File: src/sv/ptss_pkg.sv
// Shared types and codes for the task-slot scheduler.
// No dependencies.
package ptss_pkg;
    localparam logic [2:0] OP_POST    = 3'd0;
    localparam logic [2:0] OP_POST_D  = 3'd1;
    localparam logic [2:0] OP_CANCEL  = 3'd2;
    localparam logic [2:0] OP_ACTIVE  = 3'd3;
    localparam logic [2:0] OP_BEGIN   = 3'd4;
    localparam logic [2:0] OP_REPORT  = 3'd5;

    localparam logic [1:0] ST_EMPTY   = 2'd0;
    localparam logic [1:0] ST_PENDING = 2'd1;
    localparam logic [1:0] ST_RUNNING = 2'd2;

    localparam logic [1:0] EV_PLAIN    = 2'd0;
    localparam logic [1:0] EV_DISPATCH = 2'd1;
    localparam logic [1:0] EV_PASS     = 2'd2;

    localparam logic [1:0] PRIO_LOW = 2'd2;

    typedef struct packed {
        logic [2:0]  operation;
        logic [1:0]  priority_req;
        logic [31:0] now_time;
        logic [31:0] delay;
        logic [15:0] prereq_id;
        logic [15:0] target_id;
        logic        complete;
    } t_in;

    typedef struct packed {
        logic [1:0]  event_res;
        logic        ok;
        logic [15:0] task_id;
        logic [4:0]  executed;
        logic [4:0]  occupied;
    } t_out;

    // controller -> datapath
    typedef struct packed {
        logic load;      // latch the input beat
        logic post;      // write the found empty slot
        logic cancel;    // free the found slot
        logic begin_pass;
        logic report;    // close the running task
        logic find_clr;  // restart the linear search
        logic find_step; // advance the linear search
        logic dep_clr;   // restart the dependency search
        logic dep_step;
        logic scan_step; // advance the scan pointer
        logic dispatch;  // mark the scan slot running
        logic pass_end;
        logic set_res;   // register the result
        logic fix;       // latch the settled occupied count into the beat
        logic [1:0] res_event;
        logic       res_ok;
        logic       res_id_sel; // 1: dispatched id, 0: new post id
        logic       res_id_zero;
    } t_cmd;

    // datapath -> controller
    typedef struct packed {
        logic [2:0] op;
        logic       find_done;
        logic       find_hit;
        logic       tgt_zero;
        logic       hit_running;
        logic       pass_busy;
        logic       run_ok;
        logic       scan_done;
        logic       cand;      // scan slot pending, right priority, time ok
        logic       dep_none;
        logic       dep_done;
        logic       dep_hit;
    } t_sts;
endpackage

File: src/sv/ptss_if.sv
// Valid/ready channel carrying one payload beat.
// Depends on nothing; payload type is a parameter.
interface ptss_if #(parameter type T = logic) (input logic i_clk);
    logic valid;
    logic ready;
    T     data;
    modport source (output valid, output data, input ready);
    modport sink (input valid, input data, output ready);
endinterface

File: src/sv/ptss_dp.sv
// Datapath: slot table, id counter, search and scan pointers, result register.
// Depends on ptss_pkg.
module ptss_dp #(
    parameter int SLOTS = 16
) (
    input  logic           i_clk,
    input  logic           i_rst_n,
    input  ptss_pkg::t_in  i_in,
    input  ptss_pkg::t_cmd i_cmd,
    output ptss_pkg::t_sts o_sts,
    output ptss_pkg::t_out o_res,
    output logic [$clog2(SLOTS+1)-1:0] o_occ
);
    import ptss_pkg::*;
    localparam int IW = $clog2(SLOTS);
    localparam int CW = $clog2(SLOTS + 1);

    logic [1:0]  r_status [SLOTS];
    logic [15:0] r_id     [SLOTS];
    logic [31:0] r_rel    [SLOTS];
    logic [15:0] r_dep    [SLOTS];
    logic [1:0]  r_prio   [SLOTS];

    t_in         r_in;
    logic [15:0] r_idc;
    logic [1:0]  r_sprio;
    logic [CW-1:0] r_sslot;
    logic [31:0] r_ptime;
    logic        r_busy;
    logic [IW-1:0] r_run;
    logic [4:0]  r_cnt;
    logic [CW-1:0] r_find;
    logic [CW-1:0] r_dptr;
    logic [CW-1:0] r_occ;
    t_out        r_res;

    logic [IW-1:0] fidx, sidx, didx;
    logic        f_match;
    logic [15:0] n_idc;
    logic [15:0] dep_id;

    assign fidx = r_find[IW-1:0];
    assign sidx = r_sslot[IW-1:0];
    assign didx = r_dptr[IW-1:0];
    assign dep_id = r_dep[sidx];

    always_comb begin
        if (r_in.operation == OP_POST || r_in.operation == OP_POST_D)
            f_match = (r_status[fidx] == ST_EMPTY);
        else
            f_match = (r_status[fidx] != ST_EMPTY) && (r_id[fidx] == r_in.target_id);
        n_idc = r_idc + 16'd1;
        if (n_idc == 16'd0) n_idc = 16'd1;
    end

    always_comb begin
        o_sts.op          = r_in.operation;
        o_sts.find_done   = (r_find == CW'(SLOTS));
        o_sts.find_hit    = (r_find != CW'(SLOTS)) && f_match;
        o_sts.tgt_zero    = (r_in.target_id == 16'd0);
        o_sts.hit_running = (r_status[fidx] == ST_RUNNING);
        o_sts.pass_busy   = r_busy;
        o_sts.run_ok      = r_busy && (r_status[r_run] == ST_RUNNING);
        o_sts.scan_done   = (r_sprio == PRIO_LOW) && (r_sslot == CW'(SLOTS));
        o_sts.cand        = (r_sslot != CW'(SLOTS)) && (r_status[sidx] == ST_PENDING)
                            && (r_prio[sidx] == r_sprio)
                            && !(r_rel[sidx] != 32'd0 && r_ptime < r_rel[sidx]);
        o_sts.dep_none    = (dep_id == 16'd0);
        o_sts.dep_done    = (r_dptr == CW'(SLOTS));
        o_sts.dep_hit     = (r_dptr != CW'(SLOTS)) && (r_status[didx] != ST_EMPTY)
                            && (r_id[didx] == dep_id);
    end

    always_ff @(posedge i_clk) begin
        if (!i_rst_n) begin
            for (int k = 0; k < SLOTS; k++) begin
                r_status[k] <= ST_EMPTY;
                r_id[k]     <= 16'd0;
            end
            r_idc   <= 16'd1;
            r_sprio <= 2'd0;
            r_sslot <= '0;
            r_ptime <= 32'd0;
            r_busy  <= 1'b0;
            r_run   <= '0;
            r_cnt   <= 5'd0;
            r_find  <= '0;
            r_dptr  <= '0;
            r_occ   <= '0;
        end else begin
            if (i_cmd.find_clr) r_find <= '0;
            else if (i_cmd.find_step) r_find <= r_find + CW'(1);
            if (i_cmd.dep_clr) r_dptr <= '0;
            else if (i_cmd.dep_step) r_dptr <= r_dptr + CW'(1);
            if (i_cmd.post) begin
                r_status[fidx] <= ST_PENDING;
                r_id[fidx]     <= r_idc;
                r_rel[fidx]    <= (r_in.operation == OP_POST_D) ?
                                  r_in.now_time + r_in.delay : 32'd0;
                r_dep[fidx]    <= r_in.prereq_id;
                r_prio[fidx]   <= (r_in.priority_req == 2'd3) ? PRIO_LOW : r_in.priority_req;
                r_idc          <= n_idc;
                r_occ          <= r_occ + CW'(1);
            end
            if (i_cmd.cancel) begin
                r_status[fidx] <= ST_EMPTY;
                r_id[fidx]     <= 16'd0;
                r_occ          <= r_occ - CW'(1);
            end
            if (i_cmd.begin_pass) begin
                r_ptime <= r_in.now_time;
                r_sprio <= 2'd0;
                r_sslot <= '0;
                r_cnt   <= 5'd0;
            end
            if (i_cmd.report) begin
                r_busy <= 1'b0;
                if (r_in.complete) begin
                    r_status[r_run] <= ST_EMPTY;
                    r_id[r_run]     <= 16'd0;
                    r_occ           <= r_occ - CW'(1);
                end else begin
                    r_status[r_run] <= ST_PENDING;
                end
            end
            if (i_cmd.scan_step) begin
                // wrap to the next priority after the last slot
                if (r_sslot == CW'(SLOTS)) begin
                    r_sprio <= r_sprio + 2'd1;
                    r_sslot <= '0;
                end else begin
                    r_sslot <= r_sslot + CW'(1);
                end
            end
            if (i_cmd.dispatch) begin
                r_status[sidx] <= ST_RUNNING;
                r_run   <= sidx;
                r_busy  <= 1'b1;
                r_sslot <= r_sslot + CW'(1);
                if (r_cnt != 5'd31) r_cnt <= r_cnt + 5'd1;
            end
            if (i_cmd.pass_end) r_busy <= 1'b0;
        end
    end

    always_ff @(posedge i_clk) begin
        if (i_cmd.load) r_in <= i_in;
        if (i_cmd.set_res) begin
            r_res.event_res <= i_cmd.res_event;
            r_res.ok        <= i_cmd.res_ok;
            if (i_cmd.res_id_zero) r_res.task_id <= 16'd0;
            else if (i_cmd.res_id_sel) r_res.task_id <= r_id[sidx];
            else r_res.task_id <= r_idc;
            r_res.executed  <= (i_cmd.dispatch && r_cnt != 5'd31) ? r_cnt + 5'd1 : r_cnt;
            r_res.occupied  <= (CW > 5 && r_occ > CW'(31)) ? 5'd31 : 5'(r_occ);
        end
    end

    // occupied here is provisional; the output stage latches the settled count
    assign o_res = r_res;
    assign o_occ = r_occ;
endmodule

File: src/sv/ptss_ctrl.sv
// Controller: sequences search, post, cancel, report and the dispatch scan.
// Depends on ptss_pkg.
module ptss_ctrl (
    input  logic           i_clk,
    input  logic           i_rst_n,
    input  logic           i_in_valid,
    output logic           o_in_ready,
    output logic           o_out_valid,
    input  logic           i_out_ready,
    input  ptss_pkg::t_sts i_sts,
    output ptss_pkg::t_cmd o_cmd
);
    import ptss_pkg::*;
    localparam logic [2:0] S_IDLE = 3'd0;
    localparam logic [2:0] S_FIND = 3'd1;
    localparam logic [2:0] S_SCAN = 3'd2;
    localparam logic [2:0] S_DEP  = 3'd3;
    localparam logic [2:0] S_FIX  = 3'd4; // let the occupied count settle
    localparam logic [2:0] S_OUT  = 3'd5;

    logic [2:0] r_state, n_state;
    logic       r_ok, n_ok;

    assign o_in_ready  = (r_state == S_IDLE) && !o_out_valid;
    assign o_out_valid = (r_state == S_OUT);

    always_comb begin
        o_cmd   = '0;
        n_state = r_state;
        n_ok    = r_ok;
        unique case (r_state)
            S_IDLE: begin
                if (i_in_valid) begin
                    o_cmd.load     = 1'b1;
                    o_cmd.find_clr = 1'b1;
                    n_state        = S_FIND;
                end
            end
            S_FIND: begin
                unique case (i_sts.op)
                    OP_POST, OP_POST_D: begin
                        if (i_sts.find_hit) begin
                            o_cmd.post    = 1'b1;
                            o_cmd.set_res = 1'b1;
                            o_cmd.res_ok  = 1'b1;
                            n_state       = S_FIX;
                        end else if (i_sts.find_done) begin
                            o_cmd.set_res     = 1'b1;
                            o_cmd.res_id_zero = 1'b1;
                            n_state           = S_FIX;
                        end else o_cmd.find_step = 1'b1;
                    end
                    OP_CANCEL, OP_ACTIVE: begin
                        o_cmd.res_id_zero = 1'b1;
                        if (i_sts.tgt_zero || i_sts.find_done) begin
                            o_cmd.set_res = 1'b1;
                            n_state       = S_FIX;
                        end else if (i_sts.find_hit) begin
                            o_cmd.set_res = 1'b1;
                            if (i_sts.op == OP_ACTIVE) o_cmd.res_ok = 1'b1;
                            else if (!i_sts.hit_running) begin
                                o_cmd.res_ok = 1'b1;
                                o_cmd.cancel = 1'b1;
                            end
                            n_state = S_FIX;
                        end else o_cmd.find_step = 1'b1;
                    end
                    OP_BEGIN: begin
                        o_cmd.res_id_zero = 1'b1;
                        if (i_sts.pass_busy) begin
                            o_cmd.set_res = 1'b1;
                            n_state       = S_FIX;
                        end else begin
                            o_cmd.begin_pass = 1'b1;
                            n_ok    = 1'b0;
                            n_state = S_SCAN;
                        end
                    end
                    OP_REPORT: begin
                        o_cmd.res_id_zero = 1'b1;
                        if (i_sts.run_ok) begin
                            o_cmd.report = 1'b1;
                            n_ok    = 1'b1;
                            n_state = S_SCAN;
                        end else begin
                            o_cmd.set_res = 1'b1;
                            n_state       = S_FIX;
                        end
                    end
                    default: begin
                        o_cmd.res_id_zero = 1'b1;
                        o_cmd.set_res     = 1'b1;
                        n_state           = S_FIX;
                    end
                endcase
            end
            S_SCAN: begin
                o_cmd.dep_clr = 1'b1;
                if (i_sts.scan_done) begin
                    o_cmd.pass_end    = 1'b1;
                    o_cmd.set_res     = 1'b1;
                    o_cmd.res_event   = EV_PASS;
                    o_cmd.res_ok      = r_ok;
                    o_cmd.res_id_zero = 1'b1;
                    n_state           = S_FIX;
                end else if (i_sts.cand && i_sts.dep_none) begin
                    o_cmd.dispatch   = 1'b1;
                    o_cmd.set_res    = 1'b1;
                    o_cmd.res_event  = EV_DISPATCH;
                    o_cmd.res_ok     = r_ok;
                    o_cmd.res_id_sel = 1'b1;
                    n_state          = S_FIX;
                end else if (i_sts.cand) begin
                    n_state = S_DEP;
                end else o_cmd.scan_step = 1'b1;
            end
            S_DEP: begin
                if (i_sts.dep_hit) begin
                    o_cmd.scan_step = 1'b1;
                    n_state         = S_SCAN;
                end else if (i_sts.dep_done) begin
                    o_cmd.dispatch   = 1'b1;
                    o_cmd.set_res    = 1'b1;
                    o_cmd.res_event  = EV_DISPATCH;
                    o_cmd.res_ok     = r_ok;
                    o_cmd.res_id_sel = 1'b1;
                    n_state          = S_FIX;
                end else o_cmd.dep_step = 1'b1;
            end
            S_FIX: begin
                // refresh the beat with the settled occupied count
                o_cmd.fix = 1'b1;
                n_state   = S_OUT;
            end
            S_OUT: begin
                if (i_out_ready) n_state = S_IDLE;
            end
            default: n_state = S_IDLE;
        endcase
    end

    always_ff @(posedge i_clk) begin
        if (!i_rst_n) begin
            r_state <= S_IDLE;
            r_ok    <= 1'b0;
        end else begin
            r_state <= n_state;
            r_ok    <= n_ok;
        end
    end
endmodule

File: src/sv/ptss_occ.sv
// Output stage: merges the result beat with the settled occupied count.
// Depends on ptss_pkg.
module ptss_occ #(
    parameter int SLOTS = 16
) (
    input  logic           i_clk,
    input  logic           i_fix,
    input  ptss_pkg::t_out i_res,
    input  logic [$clog2(SLOTS+1)-1:0] i_occ,
    output ptss_pkg::t_out o_res
);
    import ptss_pkg::*;
    localparam int CW = $clog2(SLOTS + 1);
    t_out r_res, n_res;
    always_comb begin
        n_res = i_res;
        n_res.occupied = (CW > 5 && 32'(i_occ) > 32'd31) ? 5'd31 : 5'(i_occ);
    end
    always_ff @(posedge i_clk) begin
        if (i_fix) r_res <= n_res;
    end
    assign o_res = r_res;
endmodule

File: src/sv/priority_task_slot_scheduler.sv
// Top level of the task-slot scheduler.
// Depends on ptss_pkg, ptss_if, ptss_dp, ptss_ctrl and ptss_occ.
//
// Usage: one request beat on the input channel gives exactly one reply beat
// on the output channel. Posts and id lookups search the slot table one slot
// a cycle. Begin and report walk the scan pointer one slot a cycle over three
// priorities, except while a candidate's dependency is searched; each
// candidate whose dependency is set checks the table one slot a cycle. One
// request is in flight at a time, and the next request is taken in the
// cycle after the reply leaves.
// Reset (synchronous, active low) empties every slot, sets the id counter to
// 1 and clears the pass state; the block takes a beat in the next cycle.
// A stalled receiver holds the reply beat in the output register, and no new
// request is taken until it leaves.
module priority_task_slot_scheduler #(
    parameter int SLOTS = 16
) (
    input logic i_clk,
    input logic i_rst_n,
    ptss_if.sink   i_req,
    ptss_if.source o_rsp
);
    import ptss_pkg::*;

    t_cmd cmd;
    t_sts sts;
    t_out dp_res;
    t_out res;
    logic [$clog2(SLOTS+1)-1:0] occ;
    logic in_ready, out_valid;

    ptss_ctrl u_ctrl (
        .i_clk, .i_rst_n,
        .i_in_valid (i_req.valid),
        .o_in_ready (in_ready),
        .o_out_valid(out_valid),
        .i_out_ready(o_rsp.ready),
        .i_sts      (sts),
        .o_cmd      (cmd)
    );

    ptss_dp #(.SLOTS(SLOTS)) u_dp (
        .i_clk, .i_rst_n,
        .i_in  (i_req.data),
        .i_cmd (cmd),
        .o_sts (sts),
        .o_res (dp_res),
        .o_occ (occ)
    );

    ptss_occ #(.SLOTS(SLOTS)) u_occ (
        .i_clk,
        .i_fix (cmd.fix),
        .i_res (dp_res),
        .i_occ (occ),
        .o_res (res)
    );

    assign i_req.ready = in_ready;
    assign o_rsp.valid = out_valid;
    assign o_rsp.data  = res;

    a_one_side: assert property (@(posedge i_clk) disable iff (!i_rst_n)
        !(in_ready && out_valid)) else $error("ready while reply pending");
    a_hold: assert property (@(posedge i_clk) disable iff (!i_rst_n)
        out_valid && !o_rsp.ready |=> out_valid && $stable(res))
        else $error("reply beat dropped under stall");
    a_disp_id: assert property (@(posedge i_clk) disable iff (!i_rst_n)
        out_valid && res.event_res == EV_DISPATCH |-> res.task_id != 16'd0)
        else $error("dispatched id zero");
endmodule
File: src/flat_wrapper.sv
// flat-port wrapper written by rule: the top's interface ports become plain ports
module priority_task_slot_scheduler_flat import ptss_pkg::*;
#(
    parameter int SLOTS = 16
)
  (i_clk, i_rst_n, i_req_valid, i_req_data, i_req_ready, o_rsp_valid, o_rsp_data, o_rsp_ready);
  ptss_if i_req_i (.i_clk(i_clk));
  ptss_if o_rsp_i (.i_clk(i_clk));
  input logic i_clk;
  input logic i_rst_n;
  input wire logic [$bits(i_req_i.valid)-1:0] i_req_valid;
  input wire logic [$bits(i_req_i.data)-1:0] i_req_data;
  output wire logic [$bits(i_req_i.ready)-1:0] i_req_ready;
  output wire logic [$bits(o_rsp_i.valid)-1:0] o_rsp_valid;
  output wire logic [$bits(o_rsp_i.data)-1:0] o_rsp_data;
  input wire logic [$bits(o_rsp_i.ready)-1:0] o_rsp_ready;
  assign i_req_i.valid = i_req_valid;
  assign i_req_i.data = i_req_data;
  assign i_req_ready = i_req_i.ready;
  assign o_rsp_valid = o_rsp_i.valid;
  assign o_rsp_data = o_rsp_i.data;
  assign o_rsp_i.ready = o_rsp_ready;
  priority_task_slot_scheduler #(.SLOTS(SLOTS)) u_core (.i_clk(i_clk), .i_rst_n(i_rst_n), .i_req(i_req_i), .o_rsp(o_rsp_i));
endmodule
File: config.mk
export PLATFORM = sky130hd
export DESIGN_NAME = priority_task_slot_scheduler_flat
export DESIGN_NICKNAME = d
export VERILOG_FILES = /design/src/sv/ptss_pkg.sv /design/src/sv/ptss_if.sv /design/src/sv/ptss_dp.sv /design/src/sv/ptss_ctrl.sv /design/src/sv/ptss_occ.sv /design/src/sv/priority_task_slot_scheduler.sv /design/src/flat_wrapper.sv
export SDC_FILE = /design/constraint.sdc
export NUM_CORES = 1
export LEC_CHECK = 0
export BUFFER_PORTS_ARGS = -buffer_cell sky130_fd_sc_hd__buf_2
export CAP_MARGIN = 15
export CORE_ASPECT_RATIO = 0.7
export CORE_MARGIN = 10
export CORE_UTILIZATION = 60
export CTS_CLUSTER_DIAMETER = 30
export CTS_CLUSTER_SIZE = 24
export DETAILED_ROUTE_END_ITERATION = 12
export PLACE_DENSITY = 0.76
export REMOVE_ABC_BUFFERS = 1
export SYNTH_ARGS = -nofsm -noshare
export SYNTH_HDL_FRONTEND = slang
export SYNTH_SLANG_ARGS = --single-unit
export TNS_END_PERCENT = 1
File: constraint.sdc
create_clock -name i_clk -period 4 [get_ports i_clk]
set_clock_uncertainty 0.05 [all_clocks]
set_input_delay 0.2 -clock i_clk [delete_from_list [all_inputs] [get_ports i_clk]]
set_output_delay 0.2 -clock i_clk [all_outputs]
set_load 0.01 [all_outputs]
# Word level (Yosys, flattened, before mapping)
# Memory sizes are Yosys's and may differ from the RTL's. A register that Yosys moved wholly into a read port is not among the register bits.
# Index checks and enable logic that the tools add are counted.
dict set report totals {
  reg_bits 47
  ram_bits 288
  in_bits 5
  wordCells 157
  memories 2
}
dict set report op_classes {
  addsub 7
  magnitude_cmp 1
  eq_ne 20
  muxes 86
  bitwise 4
  reduce_logical 27
}
# memory depth word_bits read_ports rd_clocked_by_memory_dff wr line_no
set memory_table {}
lappend memory_table {u_core.u_dp.r_id 16 16 1 1 16 ptss_dp.sv:19} ;# logic [15:0] r_id [SLOTS];
lappend memory_table {u_core.u_dp.r_status 16 2 3 3 16 ptss_dp.sv:18} ;# logic [1:0] r_status [SLOTS];
# operator count
set ops {}
lappend ops {{16-bit 2-to-1 mux} 4}
lappend ops {{4-bit 2-to-1 mux} 14}
lappend ops {{1-bit 2-to-1 mux} 40}
lappend ops {{5-bit 2-to-1 mux} 8}
lappend ops {{1-bit by 32-bit less-than comparator with 1-bit output (both inputs constant)} 1}
lappend ops {{32-bit nonzero test (first input constant)} 1}
lappend ops {{16-bit OR reduction} 2}
lappend ops {{3-bit 2-to-1 mux} 9}
lappend ops {{5-bit by 1-bit adder with 5-bit output (second input constant)} 4}
lappend ops {{2-bit 2-to-1 mux} 9}
lappend ops {{3-bit one-hot mux with 6 select lines} 1}
lappend ops {{16-bit by 1-bit adder with 16-bit output (second input constant)} 1}
lappend ops {{16-bit == test (second input constant)} 1}
lappend ops {{16-bit zero test} 1}
lappend ops {{16-bit zero test (first input constant)} 1}
lappend ops {{5-bit == test (second input constant)} 3}
lappend ops {{5-bit inequality test (second input constant)} 3}
lappend ops {{1-bit logical AND} 10}
lappend ops {{2-bit OR reduction} 5}
lappend ops {{3-bit by 2-bit == test with 1-bit output (second input constant)} 2}
lappend ops {{3-bit == test (second input constant)} 2}
lappend ops {{5-bit AND reduction} 1}
lappend ops {{5-bit by 1-bit subtractor with 5-bit output (second input constant)} 1}
lappend ops {{2-bit inequality test (second input constant)} 2}
lappend ops {{other kinds (16)} 19}

# Depth between registers and ports, before layout
dict set report depth {
  ltp_word 13
  depth_mapped 12
  mapped_depth_nobuf 10
}

# By module
# From an unflattened synthesis, not the netlist that was laid out.
dict set report unflattened {
  hier_cells 3825
  hier_area_um2 59339.4
}
# mod instances cells_per_inst area_each_um2 seq_area_each_um2
set by_module_without_submodules {}
lappend by_module_without_submodules {ptss_dp 1 3717 57901.8 35644.2}
lappend by_module_without_submodules {ptss_occ 1 29 870.8 870.8}
lappend by_module_without_submodules {ptss_ctrl 1 78 563.0 80.1}
lappend by_module_without_submodules {priority_task_slot_scheduler 1 1 3.8 0.0}

# Least setup slack after synthesis
# OpenSTA, ideal clock, no wires.
dict set report synth_path {
  path_kind {register -> register}
  startpoint {reg u_core.u_dp.r_find[0]}
  endpoint {mem u_core.u_dp.r_id[4][0] (enable)}
  arrival_ns 2.439
  path_slack_ns 1.137
  stages_incl_launch_ff 12
  cell_sequence {dfxtp_1 clkbuf_1 inv_1 ha_1 nand3_1 nand3_1 a31o_2 nor2_2 buf_2 and3_1 clkbuf_1 nand2b_1}
}
# item line_no
set synth_lines {}
lappend synth_lines {{start: declaration} ptss_dp.sv:32} ;# logic [CW-1:0] r_find;
lappend synth_lines {{start signal: assignment} ptss_dp.sv:92} ;# else if (i_cmd.find_step) r_find <= r_find + CW'(1);
lappend synth_lines {{end: declaration} ptss_dp.sv:19}

==> flow_metrics.tcl <==
set metrics [dict create \
    outcome "completed" \
    initial_core_util_pct 60.69 \
    synth_edf_count 289 \
    synth.mux.area_fraction_pct 1.716 \
    path_delay_family "simple AND/OR/NAND/NOR gates" \
    die_x_um 208.2 \
    synth_most_common_cell "edfxtp_1" \
    synthAdderAreaFrac_pct 0.9255 \
    htree_num_levels 2 \
    syn-cell-area_um2 14870 \
    yosys_most_used_dff "edfxtp_1" \
    setup_tns_ps 0 \
    tightest_slew_ps 1121 \
    grt_pass1_wl_um 54120 \
    die_area_um2 31580 \
    critPathLaunchType "flip-flop" \
    maxCapViolations 0 \
    syn_avg_cell_area_um2 12.40 \
    area_growth_pct 14.68 \
    finalSetupViolCount 0 \
    gp_congestion 0.8736 \
    yosysUniqueCellTypes 68 \
    p_seq_share_pct 46.8 \
    core_um2 24500 \
    first_global_vias 9438 \
    drive_above_1_share_pct 13.62 \
    path_clk_slew_ps 60 \
    grt_max_degree 43 \
    cellLeakagePower_nw 6.203 \
    cts_tree "done" \
    path_buf_inv 2 \
    clockPowerShare_pct 49.8 \
    pre_cts_slack_ps 760.4 \
    rows 48 \
    io_pins 8 \
    die_y_um 151.7 \
    vias_per_cell 6.038 \
    grt_usage_pct 22.30 \
    arrival_ps 3530 \
    power.internal_mw 6.748 \
    setup_ws_ps 667.1 \
    drc_errors 0 \
    cp_max_fo 18 \
    vdd_ir_drop_max_mv 0.4796 \
    synth_compound_gate_area_share_pct 3.988 \
    synth_area_leaders "edfxtp_1, and2_1, dfxtp_1" \
    cts-root-buf "clkbuf_16" \
    cts.sinks 338 \
    power.switching_mw 1.765 \
    antenna_left 0 \
    synth_top_family_by_area "simple AND/OR/NAND/NOR gates" \
    synth_top_area_share_pct 58.35 \
    synth_common_cells "edfxtp_1, and2_1, clkbuf_1, nor2_1, nor4_1" \
    fmaxAchievable_mhz 300.0 \
    final.period_utilization_pct 83.32 \
    p_comb_share_pct 3.3 \
    clock_path_buffers 3 \
    cpMaxStageDelayCell "nor2_2" \
    initialDrtViolationCount 1106 \
    synth-seq-cells 338 \
    routed-via-count 9589 \
    wl_um 35060 \
    rsz0062_at_grt "false" \
    seq_area_frac_synth_pct 64.95 \
    final_nets 1242 \
    crit_required_ps 4200 \
    cts_setup_buffers 0 \
    synth-simple-area-share_pct 24.48 \
    worstHoldStart "o_rsp_ready" \
    yosys.area.top_type "edfxtp_1" \
    hold_viol 0 \
    slowest_delay_ps 590 \
    antenna_cells 0 \
    synth-xor-area-share_pct 1.119 \
    postCtsHoldBufs 1 \
    final_max_slew_viol_count 0 \
    min_path_type "in2reg" \
    hpwl_um 22310 \
    crit_chain "inv_1 > ha_1 > nand3_1 > nand3_1 > a31o_2 > nor2_2 > buf_4 > nand3_1 > nor3b_1 > or3_1" \
    crit_path_start "u_core.u_dp.r_find[0]" \
    cts_made_buffers 46 \
    clock_latency_ps 550 \
    yosysWarnings 0 \
    wl_per_cell_um 22.08 \
    gr-total-overflow 0 \
    numPortBuffers 6 \
    end_kind "flip-flop" \
    critPathKind "reg2reg" \
    power_density_nw_per_um2 499.1 \
    layout_min_cycle_time_ps 3333 \
    synth-async-reset-ratio_pct 0 \
    rr_startpoint "u_core.u_dp.r_find[0]" \
    netSwitchingFraction_pct 20.73 \
    slew_headroom_pct 25.17 \
    antenna_found_initial 0 \
    hold_ws_ps 59.41 \
    syn_inst 1199 \
    first_pass_iters 5 \
    cp_common_cell "nand3_1" \
    cts_resized 0 \
]
==> final cells by class <==
cell class	instances	area, um^2
flip-flops and latches	338	9659
fillers	1691	7448
multi-input cells	753	4793
clock buffers	57	1234
repair buffers	68	510.5
well taps	325	406.6
clock inverters	28	380.4
inverters	19	71.32
==> through the flow <==
stage / instances / util [%] / power [mW] / cell area (um^2)
after floorplan: 1110 / - / 4.202 / 14520
after global placement: 1502 / 62.97 / 4.322 / 15430
after detailed placement: 1502 / 62.97 / 4.335 / 15430
after CTS: 1588 / 69.60 / 8.558 / 17060
after global routing: 1588 / 69.60 / 8.757 / 17060
final: 1588 / 69.60 / 8.513 / 17060
==> tightest hold or removal path: cells and delay by family <==
family | cells | cell delay (ps)
compound gates | 3 | 260
buf+inv | 1 | 100
simple gates | 1 | 50
==> kinds of logic (layout without fill, tap and decap cells) <==
| logic type | Yosys count | in the layout |
|---|---|---|
| AOI/OAI and AO/OA | 88 | 88 |
| xor gates and xnor gates | 19 | 19 |
| adders and majority gates | 11 | 11 |
| buffers and inverters | 108 | 172 |
| DFF | 338 | 338 |
| muxes | 15 | 15 |
| and+or+nand+nor | 620 | 620 |
==> sequential cells by signal, summed over array words and instances (netlist names), named ones only <==
| register | cells |
|---|---|
| u_core.u_ctrl.r_state | 3 |
| u_core.u_dp.o_occ | 1 |
| u_core.u_dp.r_dptr | 5 |
| u_core.u_dp.r_find | 5 |
| u_core.u_dp.r_id | 256 |
| u_core.u_dp.r_idc | 16 |
| u_core.u_dp.r_sprio | 2 |
| u_core.u_dp.r_sslot | 5 |
| u_core.u_dp.r_status | 32 |
| u_core.u_occ.o_res | 1 |
==> metal layers <==
layer | vias up | global-route usage [%] | part of all wire (%)
li1 | 4387 | - | -
met1 | 4622 | 32.27 | 43
met2 | 496 | 33.05 | 43
met3 | 84 | 5.243 | 12
met4 | 0 | 6.392 | 2.1
met5 | - | 0 | 0
==> layout by cell type (no fill, tap or decap), types with 32 or more instances in the layout <==
cell type  instances
nand2_1           32
nand3_1           34
nor3_1            38
nor4_1            56
edfxtp_1         289
dfxtp_1           49
and2_1           258
clkbuf_16         47
nor2_1            66
buf_4             60
==> power by group through the flow <==
stage / logic, mW / registers [mW] / clock network [mW]
5_1_grt: 0.303 / 4.00 / 4.45
2_1_floorplan: 0.156 / 4.05 / 0
4_1_cts: 0.280 / 3.99 / 4.29
3_3_place_gp: 0.271 / 4.05 / 0
3_5_place_dp: 0.278 / 4.06 / 0
6_report: 0.284 / 3.99 / 4.24
==> path summary, 6_finish.rpt <==
| path | cells past startpoint | end | slack [ps] |
|---|---|---|---|
| worst max register to register | 10 | u_core.u_dp.r_status[7][1] | 670 |
| worst min-delay path | 5 | u_core.u_ctrl.r_state[2] | 60 |
| worst max-delay path | 10 | u_core.u_dp.r_status[7][1] | 670 |
| worst min register to register | 2 | u_core.u_dp.r_sprio[0] | 410 |
Power figures use the tool's default switching activity.
